--- config.mk ---
export PLATFORM = sky130hd
export DESIGN_NAME = lzw_ofifo
export DESIGN_NICKNAME = d
export VERILOG_FILES = /design/src/rtl/lzw_pkg.sv /design/src/rtl/lzw_ofifo.sv
export SDC_FILE = /design/constraint.sdc
export NUM_CORES = 1
export LEC_CHECK = 0
export ABC_AREA = 0
export CAP_MARGIN = 10
export CORE_MARGIN = 3
export CORE_UTILIZATION = 54
export DETAILED_ROUTE_END_ITERATION = 12
export DONT_BUFFER_PORTS = 1
export PLACE_DENSITY = 0.84
export SETUP_SLACK_MARGIN = 0.02
export SLEW_MARGIN = 25
export SYNTH_ARGS = -nofsm -noshare
export SYNTH_HDL_FRONTEND = slang
export SYNTH_SLANG_ARGS = --single-unit
--- constraint.sdc ---
create_clock -name i_clk -period 1.4 [get_ports i_clk]
set_input_delay 0.14 -clock i_clk [delete_from_list [all_inputs] [get_ports i_clk]]
set_output_delay 0.14 -clock i_clk [all_outputs]
set_load 0.005 [all_outputs]
--- src/rtl/lzw_pkg.sv ---
// ----------------------------------------------------------------------------
// lzw_pkg
// Shared constants, payload types and controller/datapath command types for
// the LZW byte compressor.
// ----------------------------------------------------------------------------
package lzw_pkg;

    localparam int DICT_ENTRIES = 4096;
    localparam int ROOT_CODES   = 256;
    localparam int CODE_W       = $clog2(DICT_ENTRIES);
    localparam int NEXT_W       = CODE_W + 1;
    localparam int OUT_CODE_W   = 16;
    localparam int NODE_W       = CODE_W + 8;
    localparam int OFIFO_DEPTH  = 2;
    localparam int OFIFO_PTR_W  = $clog2(OFIFO_DEPTH);
    localparam int OFIFO_CNT_W  = $clog2(OFIFO_DEPTH + 1);

    typedef logic [CODE_W-1:0] t_code;

    typedef struct packed {
        logic [7:0] data_byte;
        logic       last_byte;
    } t_in;

    typedef struct packed {
        logic [OUT_CODE_W-1:0] code;
        logic                  end_of_stream;
    } t_out;

    typedef struct packed {
        logic capture;
        logic first;
        logic head;
        logic walk;
        logic hit;
        logic add1;
        logic add2;
        logic restart;
        logic push_miss;
        logic push_final;
        logic clear;
    } t_dp_cmd;

    typedef struct packed {
        logic prefix_valid;
        logic last;
        logic head_zero;
        logic match;
        logic sib_zero;
        logic full;
    } t_dp_sts;

endpackage

--- src/rtl/lzw_ofifo.sv ---
// ----------------------------------------------------------------------------
// lzw_ofifo
// Two-entry result queue; decouples code emission from the output stall.
// ----------------------------------------------------------------------------
module lzw_ofifo (
    input  logic          i_clk,
    input  logic          i_rst_n,
    input  logic          i_push,
    input  lzw_pkg::t_out i_push_data,
    output logic          o_space,
    output logic          o_out_valid,
    input  logic          i_out_stall,
    output lzw_pkg::t_out o_out_data
);
    import lzw_pkg::*;

    t_out                   r_mem [OFIFO_DEPTH];
    logic [OFIFO_PTR_W-1:0] r_wr_ptr;
    logic [OFIFO_PTR_W-1:0] r_rd_ptr;
    logic [OFIFO_CNT_W-1:0] r_count;
    logic                   pop;

    assign o_out_valid = (r_count != '0);
    assign o_out_data  = r_mem[r_rd_ptr];
    assign o_space     = (r_count != OFIFO_CNT_W'(OFIFO_DEPTH));
    assign pop         = o_out_valid && !i_out_stall;

    always_ff @(posedge i_clk) begin
        if (i_push) begin
            r_mem[r_wr_ptr] <= i_push_data;
        end
    end

    always_ff @(posedge i_clk) begin
        if (!i_rst_n) begin
            r_wr_ptr <= '0;
            r_rd_ptr <= '0;
            r_count  <= '0;
        end else begin
            if (i_push) begin
                r_wr_ptr <= r_wr_ptr + OFIFO_PTR_W'(1);
            end
            if (pop) begin
                r_rd_ptr <= r_rd_ptr + OFIFO_PTR_W'(1);
            end
            if (i_push && !pop) begin
                r_count <= r_count + OFIFO_CNT_W'(1);
            end else if (pop && !i_push) begin
                r_count <= r_count - OFIFO_CNT_W'(1);
            end
        end
    end

endmodule

Word-level counts from Yosys, hierarchy flattened
Memories as Yosys holds them, arrays and structs flattened. A register that Yosys moved wholly into a read port is not among the register bits.
Index checks and enable logic that the tools add are counted.
- $add $sub $neg: 4
- $mul: 0
- div/mod/pow operators: 0
- order comparisons: 0
- eq/ne operators: 1
- shift-type cells: 0
- multiplexer cells: 6
- bitwise logic cells: 0
- reduce and logical (&&, ||, !) cells: 8
- operators by type and width (cell ; number):
    $mux W1 ; 4
    $mux W2 ; 2
    $reduce_bool A2 Y1 ; 2
    $logic_and A1 B1 Y1 ; 3
    $logic_not A1 Y1 ; 3
    $add A1 B1 Y1 const B ; 2
    $add A2 B1 Y2 const B ; 1
    $ne A2 B2 Y1 const B ; 1
    $sub A2 B1 Y2 const B ; 1
- bits in registers: 4
- latch bits: 0
- RAM bits: 34
- memory bits (read-only): 0
- bits of input ports: 21
- word-level logic and storage cells: 23
- memories kept: 1
- memories (name ; words ; width ; rd ports ; clocked after memory_dff ; write ports ; RTL line ; text):
    r_mem ; 2 ; 17 ; 1 ; 1 ; 1 ; lzw_ofifo.sv:17 ; t_out r_mem [OFIFO_DEPTH];

Depth between registers and ports, before layout
- depth in word-level cells: 5
- gate-level depth with buffers: 5
- mapped depth without buffers: 5

Least setup slack after synthesis
OpenSTA, ideal clock, no wires.
- path type: reg-to-reg
- start point: register r_wr_ptr
- end point: memory r_mem[0][0] (netlist bit), enable pin
- library setup time: 394 ps
- data arrival time: 1122 ps
- data required time: 1006 ps
- setup slack: -116 ps
- stages on the path, launching flop included: 2
- buffers on the path: 0
- period minus slack after synthesis: 1516 ps
- path through: dfxtp_1 nor2b_1
- RTL lines (what ; RTL line ; text):
    start: declaration ; lzw_ofifo.sv:18 ; logic [OFIFO_PTR_W-1:0] r_wr_ptr;
    start signal: assignment ; lzw_ofifo.sv:41 ; r_wr_ptr <= r_wr_ptr + OFIFO_PTR_W'(1);
    end: declaration ; lzw_ofifo.sv:17 ;
Straight into the memory's write port.

==> flow_summary_export.csv <==
group,metric,value,unit
outcome,status,"complete, no violations",
timing,setup_viol,0,
layout,instances_no_fill,142,
critical_path,critPathMaxStageDelay,0.42,ns
layout,design_area,1910,um^2
synthesis,synthMuxAreaShare,13.2,%
die,io-pin-count,40,
layout,synthToLayoutAreaGrowth,32.1,%
critical_path,crit_required,1.26,ns
grt,grtUsageTotal,17.8,%
synthesis,synth_top_cell_area_share,70.5,%
critical_path,critical-path-slowest-cell,"dfxtp_4",
timing,max_clock_freq,732,MHz
synthesis,synth_compound_area_share,1.90,%
synthesis,synth-simple-area-share,3.89,%
die,fp.dieArea,3340,um^2
critical_path,reg2regPathDepth,4,
route,routed_via_density,5.33,
pwr,cellLeakagePower,0.683,nW
layout,final_util,75.8,%
synthesis,synth_xor_area_share,1.82,%
pwr,power-per-cell-area,1560,nW/um^2
critical_path,critical_path_buf_inv_count,1,
critical_path,worst-path-stages,2,
timing,worst_slew_pin_slew,0.183,ns
place,gp_congestion,0.622,
cts,cts_tree,"built",
die,row_count,18,
route,drt_first_pass_iters,4,
cts,cts-root-buf,"clkbuf_4",
timing,fin_crit_sh,97.5,%
timing,period_needed,1.37,ns
critical_path,reg2reg_to,"r_count[1]",
timing,hold_viol_final,0,
timing,rsz0062_at_grt,"yes",
critical_path,r2r-start,"r_count[1]",
synthesis,yosysTopAreaCell,"edfxtp_1",
timing,holdWs,0.0957,ns
layout,fillCellCount,164,
pwr,ir_worst_vdd,1.42,mV
timing,fin_ws,0.0344,ns
route,drc,0,
critical_path,critPathLaunchType,"flop",
synthesis,synth_nets,97,
route,drt-initial-drc-count,25,
die,die_y,57.8,um
critical_path,arrival,1.23,ns
synthesis,synthAdderAreaFrac,0.864,%
pwr,power,2.98,mW
place,io_buffers,0,
synthesis,synth_warnings,0,
die,die_w,57.8,um
place,place_area,1530,um^2
die,core_area,2520,um^2
die,start_util,57.4,%
cts,clk_pin_slew_worst_paths,0.10,ns
synthesis,synth_top_family_by_area,"multiplexers",
layout,num_antenna_cells,0,
min_path,min_path_type,"input port to flop",
synthesis,synthCells,75,
critical_path,worstPathCellList,"buf_16 > mux2_2",
grt,gr-total-overflow,0,
timing,drv_slew,0,
cts,insertion_delay,0.33,ns
layout,layout.nets,133,
critical_path,r2r_setup_slack,0.11,ns
layout,drive_gt1_share,38.4,%
place,dp_slack,-0.0201,ns
critical_path,critPathCaptureType,"output port",
synthesis,synth_cell_types,17,
cts,h-tree-depth,2,
cts,clock_path_buffers,2,
timing,fin_setup_tns,0,ns
synthesis,yosysSeqAreaShare,77.4,%
critical_path,crit_path_max_fanout,8,
route,drtAntennaViolNets,0,
route,wl_per_cell,18.4,um
route,vias,757,
route,drt-total-wl,2610,um
critical_path,path_delay_family,"flip-flops",
grt,grt_pass1_vias,823,
place,dpl.cell_count,110,
cts,cts_sinks,39,
grt,grt_max_degree,13,
grt,antenna_found_initial,0,
critical_path,crit_path_end,"o_out_data[3]",
synthesis,syn-cell-area,1450,um^2
synthesis,synth_seq_cells,39,
cts,numCtsBuffers,5,
timing,slew_headroom,87.7,%
timing,finalClockSkew,0.00676,ns
run,max_cap_violations,0,
grt,grt_pass1_wl,4220,um
critical_path,path_class,"flop to output port",
synthesis,synth.area.top_cells,"edfxtp_1 71%, mux2_2 13%, dfxtp_1 6.9%",
synthesis,avgSynthCellArea,19.3,um^2
## worst min-delay path by stage
| stage | start | slack (ns) | cells past startpoint | to |
|---|---|---|---|---|
| 4_1_cts | i_push | 0.10 | 3 | r_count[1] |
| 3_5_place_dp | i_push_data[0] | 0.24 | 0 | r_mem[0][0] |
| 6_report | i_push | 0.1 | 3 | r_count[1] |
| 2_1_floorplan | i_push_data[0] | 0.24 | 0 | r_mem[0][0] |
| 3_3_place_gp | i_push_data[4] | 0.24 | 0 | r_mem[0][4] |
| 5_1_grt | i_push | 0.1 | 3 | r_count[1] |
## cells in the final DEF, fill, tap and decap left out, drive strengths merged, types with 2 or more instances in the layout
master / n
xnor2: 2
buf: 11
and2: 4
clkbuf: 8
nor2b: 2
mux2: 17
edfxtp: 34
dlygate4sd3: 19
dfxtp: 5
## routing by layer
layer	track usage (%)	vias to the layer above	wire, um
li1	-	361	-
met1	19.4	371	944
met2	31.5	22	1500
met3	6.24	3	146
met4	6.95	0	19
met5	0	-	0
## layout make-up
type                    instances  area (um^2)  area share [%]
clock buffers                   7         55.1            2.88
clock inverters                 1         5.00           0.262
multi-input cells              34          359            18.8
flip-flops and latches         39         1130            59.1
well taps                      30         37.5            1.96
repair buffers                 31          325            17.0
## power breakdown
group / internal [mW] / switching [mW]
combinational: 0.579 / 0.339
clock: 0.244 / 0.325
sequential: 1.40 / 0.0930
total: 2.22 / 0.757
## state kept, by name (all words and copies together) (netlist names), named ones only
signal	cells
r_count	2
r_mem	34
r_rd_ptr	1
r_wr_ptr	1
## cell families after synthesis
family,count (synthesis)
flops,39
fa+ha+maj,1
buf+inv,2
xor+xnor,3
simple gates,9
compound gates,4
mux,17
## tightest hold or removal path, delay by kind of cell
kind | cells | cell delay (ns)
adder cells (fa/ha/maj) | 1 | 0.10
AND/OR/NAND/NOR | 1 | 0.09
AO/OA/AOI/OAI | 1 | 0.05
## synth_stat cells
cell / instances
edfxtp_1: 34
mux2_2: 17
dfxtp_1: 5
and2_1: 4
nor2b_1: 2
xnor2_1: 2
a21boi_1: 1
buf_2: 1
buf_4: 1
ha_1: 1
nand2b_1: 1
o21a_1: 1
o21ai_0: 1
o21bai_1: 1
or2_2: 1
or3_1: 1
xor2_1: 1
## repair_timing
action                     CTS  global route
setup endpoints to repair   18            18
gates cloned                 1             1
resized for setup            9             7
pin swaps                    2             1
setup buffers                2             1
hold endpoints to repair    39             0
hold buffers                19             0
No activity file was read; power rests on OpenSTA's default activity.
