File: config.mk
export PLATFORM = sky130hd
export DESIGN_NAME = lzw_ctrl
export DESIGN_NICKNAME = d
export VERILOG_FILES = /design/src/rtl/lzw_pkg.sv /design/src/rtl/lzw_ctrl.sv
export SDC_FILE = /design/constraint.sdc
export NUM_CORES = 1
export LEC_CHECK = 0
export BUFFER_PORTS_ARGS = -buffer_cell sky130_fd_sc_hd__buf_2
export CAP_MARGIN = 20
export CORE_AREA = 2 2 39 41
export CTS_CLUSTER_SIZE = 25
export DETAILED_ROUTE_END_ITERATION = 16
export DIE_AREA = 0 0 41 43
export PLACE_DENSITY_LB_ADDON = 0.3
export SETUP_SLACK_MARGIN = 0.3
export SYNTH_ARGS = -nofsm -noshare
export SYNTH_HDL_FRONTEND = slang
export SYNTH_SLANG_ARGS = --single-unit
File: constraint.sdc
create_clock -name i_clk -period 1.6 [get_ports i_clk]
set_input_delay 0.16 -clock i_clk [delete_from_list [all_inputs] [get_ports i_clk]]
set_output_delay 0.16 -clock i_clk [all_outputs]
set_load 0.005 [all_outputs]
File: src/rtl/lzw_pkg.sv
// ----------------------------------------------------------------------------
// lzw_pkg
// Shared constants, payload types and controller/datapath command types for
// the LZW byte compressor.
// ----------------------------------------------------------------------------
package lzw_pkg;

    localparam int DICT_ENTRIES = 4096;
    localparam int ROOT_CODES   = 256;
    localparam int CODE_W       = $clog2(DICT_ENTRIES);
    localparam int NEXT_W       = CODE_W + 1;
    localparam int OUT_CODE_W   = 16;
    localparam int NODE_W       = CODE_W + 8;
    localparam int OFIFO_DEPTH  = 2;
    localparam int OFIFO_PTR_W  = $clog2(OFIFO_DEPTH);
    localparam int OFIFO_CNT_W  = $clog2(OFIFO_DEPTH + 1);

    typedef logic [CODE_W-1:0] t_code;

    typedef struct packed {
        logic [7:0] data_byte;
        logic       last_byte;
    } t_in;

    typedef struct packed {
        logic [OUT_CODE_W-1:0] code;
        logic                  end_of_stream;
    } t_out;

    typedef struct packed {
        logic capture;
        logic first;
        logic head;
        logic walk;
        logic hit;
        logic add1;
        logic add2;
        logic restart;
        logic push_miss;
        logic push_final;
        logic clear;
    } t_dp_cmd;

    typedef struct packed {
        logic prefix_valid;
        logic last;
        logic head_zero;
        logic match;
        logic sib_zero;
        logic full;
    } t_dp_sts;

endpackage

File: src/rtl/lzw_ctrl.sv
// ----------------------------------------------------------------------------
// lzw_ctrl
// Controller: sequences lookup through the child/sibling chain, emission,
// dictionary insertion and end-of-stream handling for one byte at a time.
// ----------------------------------------------------------------------------
module lzw_ctrl (
    input  logic             i_clk,
    input  logic             i_rst_n,
    input  logic             i_in_valid,
    output logic             o_in_stall,
    input  lzw_pkg::t_dp_sts i_sts,
    input  logic             i_space,
    output lzw_pkg::t_dp_cmd o_cmd
);
    import lzw_pkg::*;

    typedef enum logic [2:0] {
        S_IDLE,
        S_DISPATCH,
        S_CHILD,
        S_WALK,
        S_MISS,
        S_ADD2,
        S_FINAL
    } t_state;

    t_state r_state;
    t_state n_state;
    t_state done_state;

    assign o_in_stall = (r_state != S_IDLE);
    assign done_state = i_sts.last ? S_FINAL : S_IDLE;

    always_comb begin
        o_cmd   = '0;
        n_state = r_state;
        unique case (r_state)
            S_IDLE: begin
                if (i_in_valid) begin
                    o_cmd.capture = 1'b1;
                    n_state       = S_DISPATCH;
                end
            end
            S_DISPATCH: begin
                if (!i_sts.prefix_valid) begin
                    o_cmd.first = 1'b1;
                    n_state     = done_state;
                end else begin
                    n_state = S_CHILD;
                end
            end
            S_CHILD: begin
                o_cmd.head = 1'b1;
                n_state    = i_sts.head_zero ? S_MISS : S_WALK;
            end
            S_WALK: begin
                if (i_sts.match) begin
                    o_cmd.hit = 1'b1;
                    n_state   = done_state;
                end else if (i_sts.sib_zero) begin
                    n_state = S_MISS;
                end else begin
                    o_cmd.walk = 1'b1;
                end
            end
            S_MISS: begin
                if (i_space) begin
                    o_cmd.push_miss = 1'b1;
                    if (i_sts.full) begin
                        o_cmd.restart = 1'b1;
                        n_state       = done_state;
                    end else begin
                        o_cmd.add1 = 1'b1;
                        n_state    = S_ADD2;
                    end
                end
            end
            S_ADD2: begin
                o_cmd.add2 = 1'b1;
                n_state    = done_state;
            end
            S_FINAL: begin
                if (i_space) begin
                    o_cmd.push_final = 1'b1;
                    o_cmd.clear      = 1'b1;
                    n_state          = S_IDLE;
                end
            end
            default: begin
                n_state = S_IDLE;
            end
        endcase
    end

    always_ff @(posedge i_clk) begin
        if (!i_rst_n) begin
            r_state <= S_IDLE;
        end else begin
            r_state <= n_state;
        end
    end

endmodule

After elaboration in Yosys (flattened, before gate mapping). Index checks and enable logic that the tools add are counted.

Equal/unequal tests: 10. Multiplexer cells: 28. Reduce and logical (&&, ||, !) cells: 3.

Operators with widths (number): 2-to-1 mux 3 bit (9); case mux 3 bit (7 select lines) (1); 2-to-1 mux 1 bit (13); 2-to-1 mux 2 bit (5); == test 3 bit (second input constant) (3); == test 3 x 2 -> 1 bit (second input constant) (2); inequality test 2 bit (second input constant) (3); AND reduction 4 bit (1); == test 3 x 1 -> 1 bit (second input constant) (1); logical NOT 3 bit (1); inequality test 3 bit (second input constant) (1); nonzero test 3 bit (1).

Flip-flop bits (word level): 3. Input bits: 10. Word-level logic and storage cells: 42.

Logic depth before layout (Yosys ltp).
Depth after elaboration: 4. Mapped depth: 5.

Worst setup path after synthesis. Ideal clock, no wire load.

Kind: register to register. Start point: register r_state[0]. End point: register r_state[0]. Setup time: 0.058 ns. Arrival time: 1.193 ns. Data required time: 1.542 ns. Slack: 0.349 ns. Stages on the path, launching flop included: 6. Buffers on the path: 1. Cells stage by stage: dfxtp_1 buf_6 and2_4 a222oi_1 o211a_1 o21a_1.

Word-level cells in the longest chain between the ends: 3. Elaborated cells between the ends (all ways): 13. Those cells by class: 10 x eq/ne; 1 x mux; 2 x reduce/logical.

RTL lines: start: declaration (RTL line lzw_ctrl.sv:27) `t_state r_state;`; start signal: assignment (RTL line lzw_ctrl.sv:99) `r_state <= n_state;`; == test 3 x 2 -> 1 bit, or another cell as far along (RTL line lzw_ctrl.sv:37) `unique case (r_state)`; inequality test 3 bit (no line) / inequality test 2 bit (equally long branches); AND reduction 4 bit (no line).

Parallel ways exist; a longest one is shown, timed or not. A chain may end at the register's enable or synchronous reset.

Worst setup path in the final report. Same ends and word-level chain as after synthesis.

==> flow_metrics.env <==
export IMPL_grt_first_pass_wirelength_um=1630
export IMPL_most_used_cells_in_the_layout_excluding_fill_and_tap_cells="20 x sky130_fd_sc_hd__buf_2, 5 x sky130_fd_sc_hd__o21ai_0"
export IMPL_pin_count=22
export IMPL_result_of_the_run="completed"
export IMPL_vdd_ir_drop_worst_uv=425
export IMPL_clock_fmax_mhz=753
export IMPL_grtUsageTotal_pct=13.3
export IMPL_htree_levels=1
export IMPL_period_share_pct=83.0
export IMPL_drt_total_wl_um=1160
export IMPL_remaining_drc_errors=0
export IMPL_critical_path_startpoint_type="flip-flop"
export IMPL_netlist_area_leader_share_pct=16.3
export IMPL_nets=94
export IMPL_initial_utilization_pct=26.6
export IMPL_clock_sinks=3
export IMPL_final_fill_count=150
export IMPL_largestRegisters="r_state (3)"
export IMPL_post_route_cell_area_um2=584
export IMPL_initialDrtViolationCount=29
export IMPL_hold_vio_cnt_final=0
export IMPL_postSynthNetCount=67
export IMPL_setup_reg_to_reg_worst_slack_ns=0.27
export IMPL_routed_wire_per_std_cell_um=11.7
export IMPL_critical_path_arrival_ns=1.45
export IMPL_grt_start_max_net_pins=15
export IMPL_largest_register="r_state"
export IMPL_groute_layer_met3_usage_pct=6.28
export IMPL_design_core_area_mm2=0.00138
export IMPL_post_synth_top_area_cell="sky130_fd_sc_hd__dfxtp_1"
export IMPL_min_delay_path_class="input pin to flip-flop"
export IMPL_post_synth_main_area_contributors="sky130_fd_sc_hd__dfxtp_1 16%, sky130_fd_sc_hd__and3_1 6.8%, sky130_fd_sc_hd__o21ai_0 6.8%"
export IMPL_area_growth_from_synthesis_to_final_layout_pct=58.8
export IMPL_numPortBuffers=21
export IMPL_criticalPathCategory="flip-flop to flip-flop"
export IMPL_finalCriticalPeriod_ns=1.33
export IMPL_netlist_cell_type_count=29
export IMPL_grt_antenna_before_repair=0
export IMPL_mostFrequentLayoutCell="sky130_fd_sc_hd__buf_2"
export IMPL_timing_critical_path_slowest_cell_delay_ns=0.37
export IMPL_globalRouteMet1Util_pct=15.4
export IMPL_grt_met2_usage_pct=21.9
export IMPL_antenna_cells=0
export IMPL_gr_max_usage_layer="met2"
export IMPL_post_dp_cell_area_um2=465
export IMPL_netlist_instances=57
export IMPL_full_die_area_mm2=0.00176
export IMPL_timing_slew_headroom_pct=81.4
export IMPL_cpMaxStageDelayCell="sky130_fd_sc_hd__dfxtp_4"
export IMPL_cts_tree="built"
export IMPL_clk_root_buffer_cell="sky130_fd_sc_hd__clkbuf_4"
export IMPL_postSynthRegisterBits=3
export IMPL_cp_cell_sequence="nor3_1, a222oi_1, buf_4, o211a_1, o21a_1"
export IMPL_tightest_slew_ns=0.279
export IMPL_route_vias_total=517
export IMPL_setup_worst_path_end_class="flip-flop"
export IMPL_clk_insertion_delay_late_ns=0.23
export IMPL_worst_clock_skew_ns=0.00288
export IMPL_routed_via_density=5.22
export IMPL_drt_pass1_iterations=4
export IMPL_power_leakage_nw=0.284
export IMPL_clockBufferDepth=2
export IMPL_largest_reg_flops=3
export IMPL_remaining_overflow_grt=0
export IMPL_timing_max_cap_violations=0
export IMPL_grt_setup_unrepaired="yes"
export IMPL_synth_yosys_warnings=0
export IMPL_final_hold_worst_slack_ns=0.185
export IMPL_drive_above_1_share_pct=49.4
export IMPL_cts_buffers_inserted=3
export IMPL_drtAntennaViolNets=0
export IMPL_chipWidth_um=41
export IMPL_power_density_mw_per_mm2=844
export IMPL_cp_max_fo=7
export IMPL_placement_rows=14
export IMPL_setup_total_negative_slack_ns=0
export IMPL_die_height_um=43
export IMPL_synth_seq_area_share_pct=16.3
export IMPL_cts_clk_slew_worst_paths_ns=0.04
export IMPL_grt_pass1_vias=413
export IMPL_worst_endpoint_required_ns=1.72
export IMPL_setup_viol=0
export IMPL_maxSlewViolCount=0
export IMPL_syn_cell_area_um2=368
export IMPL_detailed_place_hpwl_um=788
export IMPL_globalplace_congestion=0.814
export IMPL_avgSynthCellArea_um2=6.45
[timing repair]
action | in CTS | in global routing
setup endpoints to repair | 14 | 13
setup buffers | 2 | 3
resized for setup | 9 | 10
pin swaps | 1 | 8
hold buffers | 0 | 0
[critical path, delay by kind of cell (launching register included)]
family | cells | cell delay, ns
DFF | 1 | 0.37
buffers and inverters | 1 | 0.17
and+or+nand+nor | 1 | 0.26
AOI/OAI and AO/OA | 3 | 0.42
[synthesized netlist by cell type, drive strengths merged]
| library cell | number |
|---|---|
| inv | 5 |
| o21a | 1 |
| a21o | 1 |
| nand3 | 1 |
| clkbuf | 1 |
| dfxtp | 3 |
| a222oi | 1 |
| o22ai | 1 |
| buf | 4 |
| nor2b | 1 |
| nor3 | 4 |
| and2 | 2 |
| nand4b | 1 |
| o211a | 1 |
| or3 | 1 |
| nand2 | 3 |
| and3 | 4 |
| a21oi | 3 |
| o21bai | 1 |
| a31oi | 1 |
| o2111ai | 1 |
| nand2b | 3 |
| nor4 | 1 |
| o21ai | 6 |
| nor2 | 6 |
[stage by stage]
step | std cells | setup WS, ns | util, % | power [mW]
floorplan | 57 | 0.349 | - | 0.245
global placement | 90 | 0.0762 | 33.6 | 0.296
detailed placement | 90 | 0.102 | 33.6 | 0.295
CTS | 96 | 0.238 | 37.9 | 0.459
global route | 99 | 0.196 | 42.2 | 0.542
finish | 99 | 0.272 | 42.2 | 0.493
[worst paths after layout]
check             cells after the start  startpoint         end
setup / recovery                      5  r_state[0]  r_state[0]
hold / removal                        2     i_rst_n  r_state[0]
setup reg to reg                      5  r_state[0]  r_state[0]
hold reg to reg                       2  r_state[1]  r_state[1]
[where the power goes]
part / total [mW] / switching, mW / internal (mW)
clock network: 0.130 / 0.0365 / 0.0933
registers: 0.122 / 0.0292 / 0.0924
logic: 0.242 / 0.121 / 0.121
[metal layers]
metal	share of wire, %	vias up	routed length (µm)
li1	-	255	-
met3	6.8	0	79
met2	50	19	584
met1	43	243	495
met5	0	-	0
met4	0	0	0
[layout make-up]
cell class	instances	area, µm²	share of cell area [%]
timing repair buffer	27	156	26.8
sequential	3	71.3	12.2
multi-input combinational	44	289	49.5
inverter	5	21.3	3.64
clock buffer	4	26.3	4.50
tap	16	20.0	3.43
[cell families (layout without fill, tap and decap cells)]
group                  after synthesis  in the layout  synth area share, %
AO/OA/AOI/OAI                       17             17                 29.6
buffers and inverters               10             36                 14.6
flip-flops                           3              3                 16.3
AND/OR/NAND/NOR                     27             27                 39.5
(Power assumes the default switching activity.)
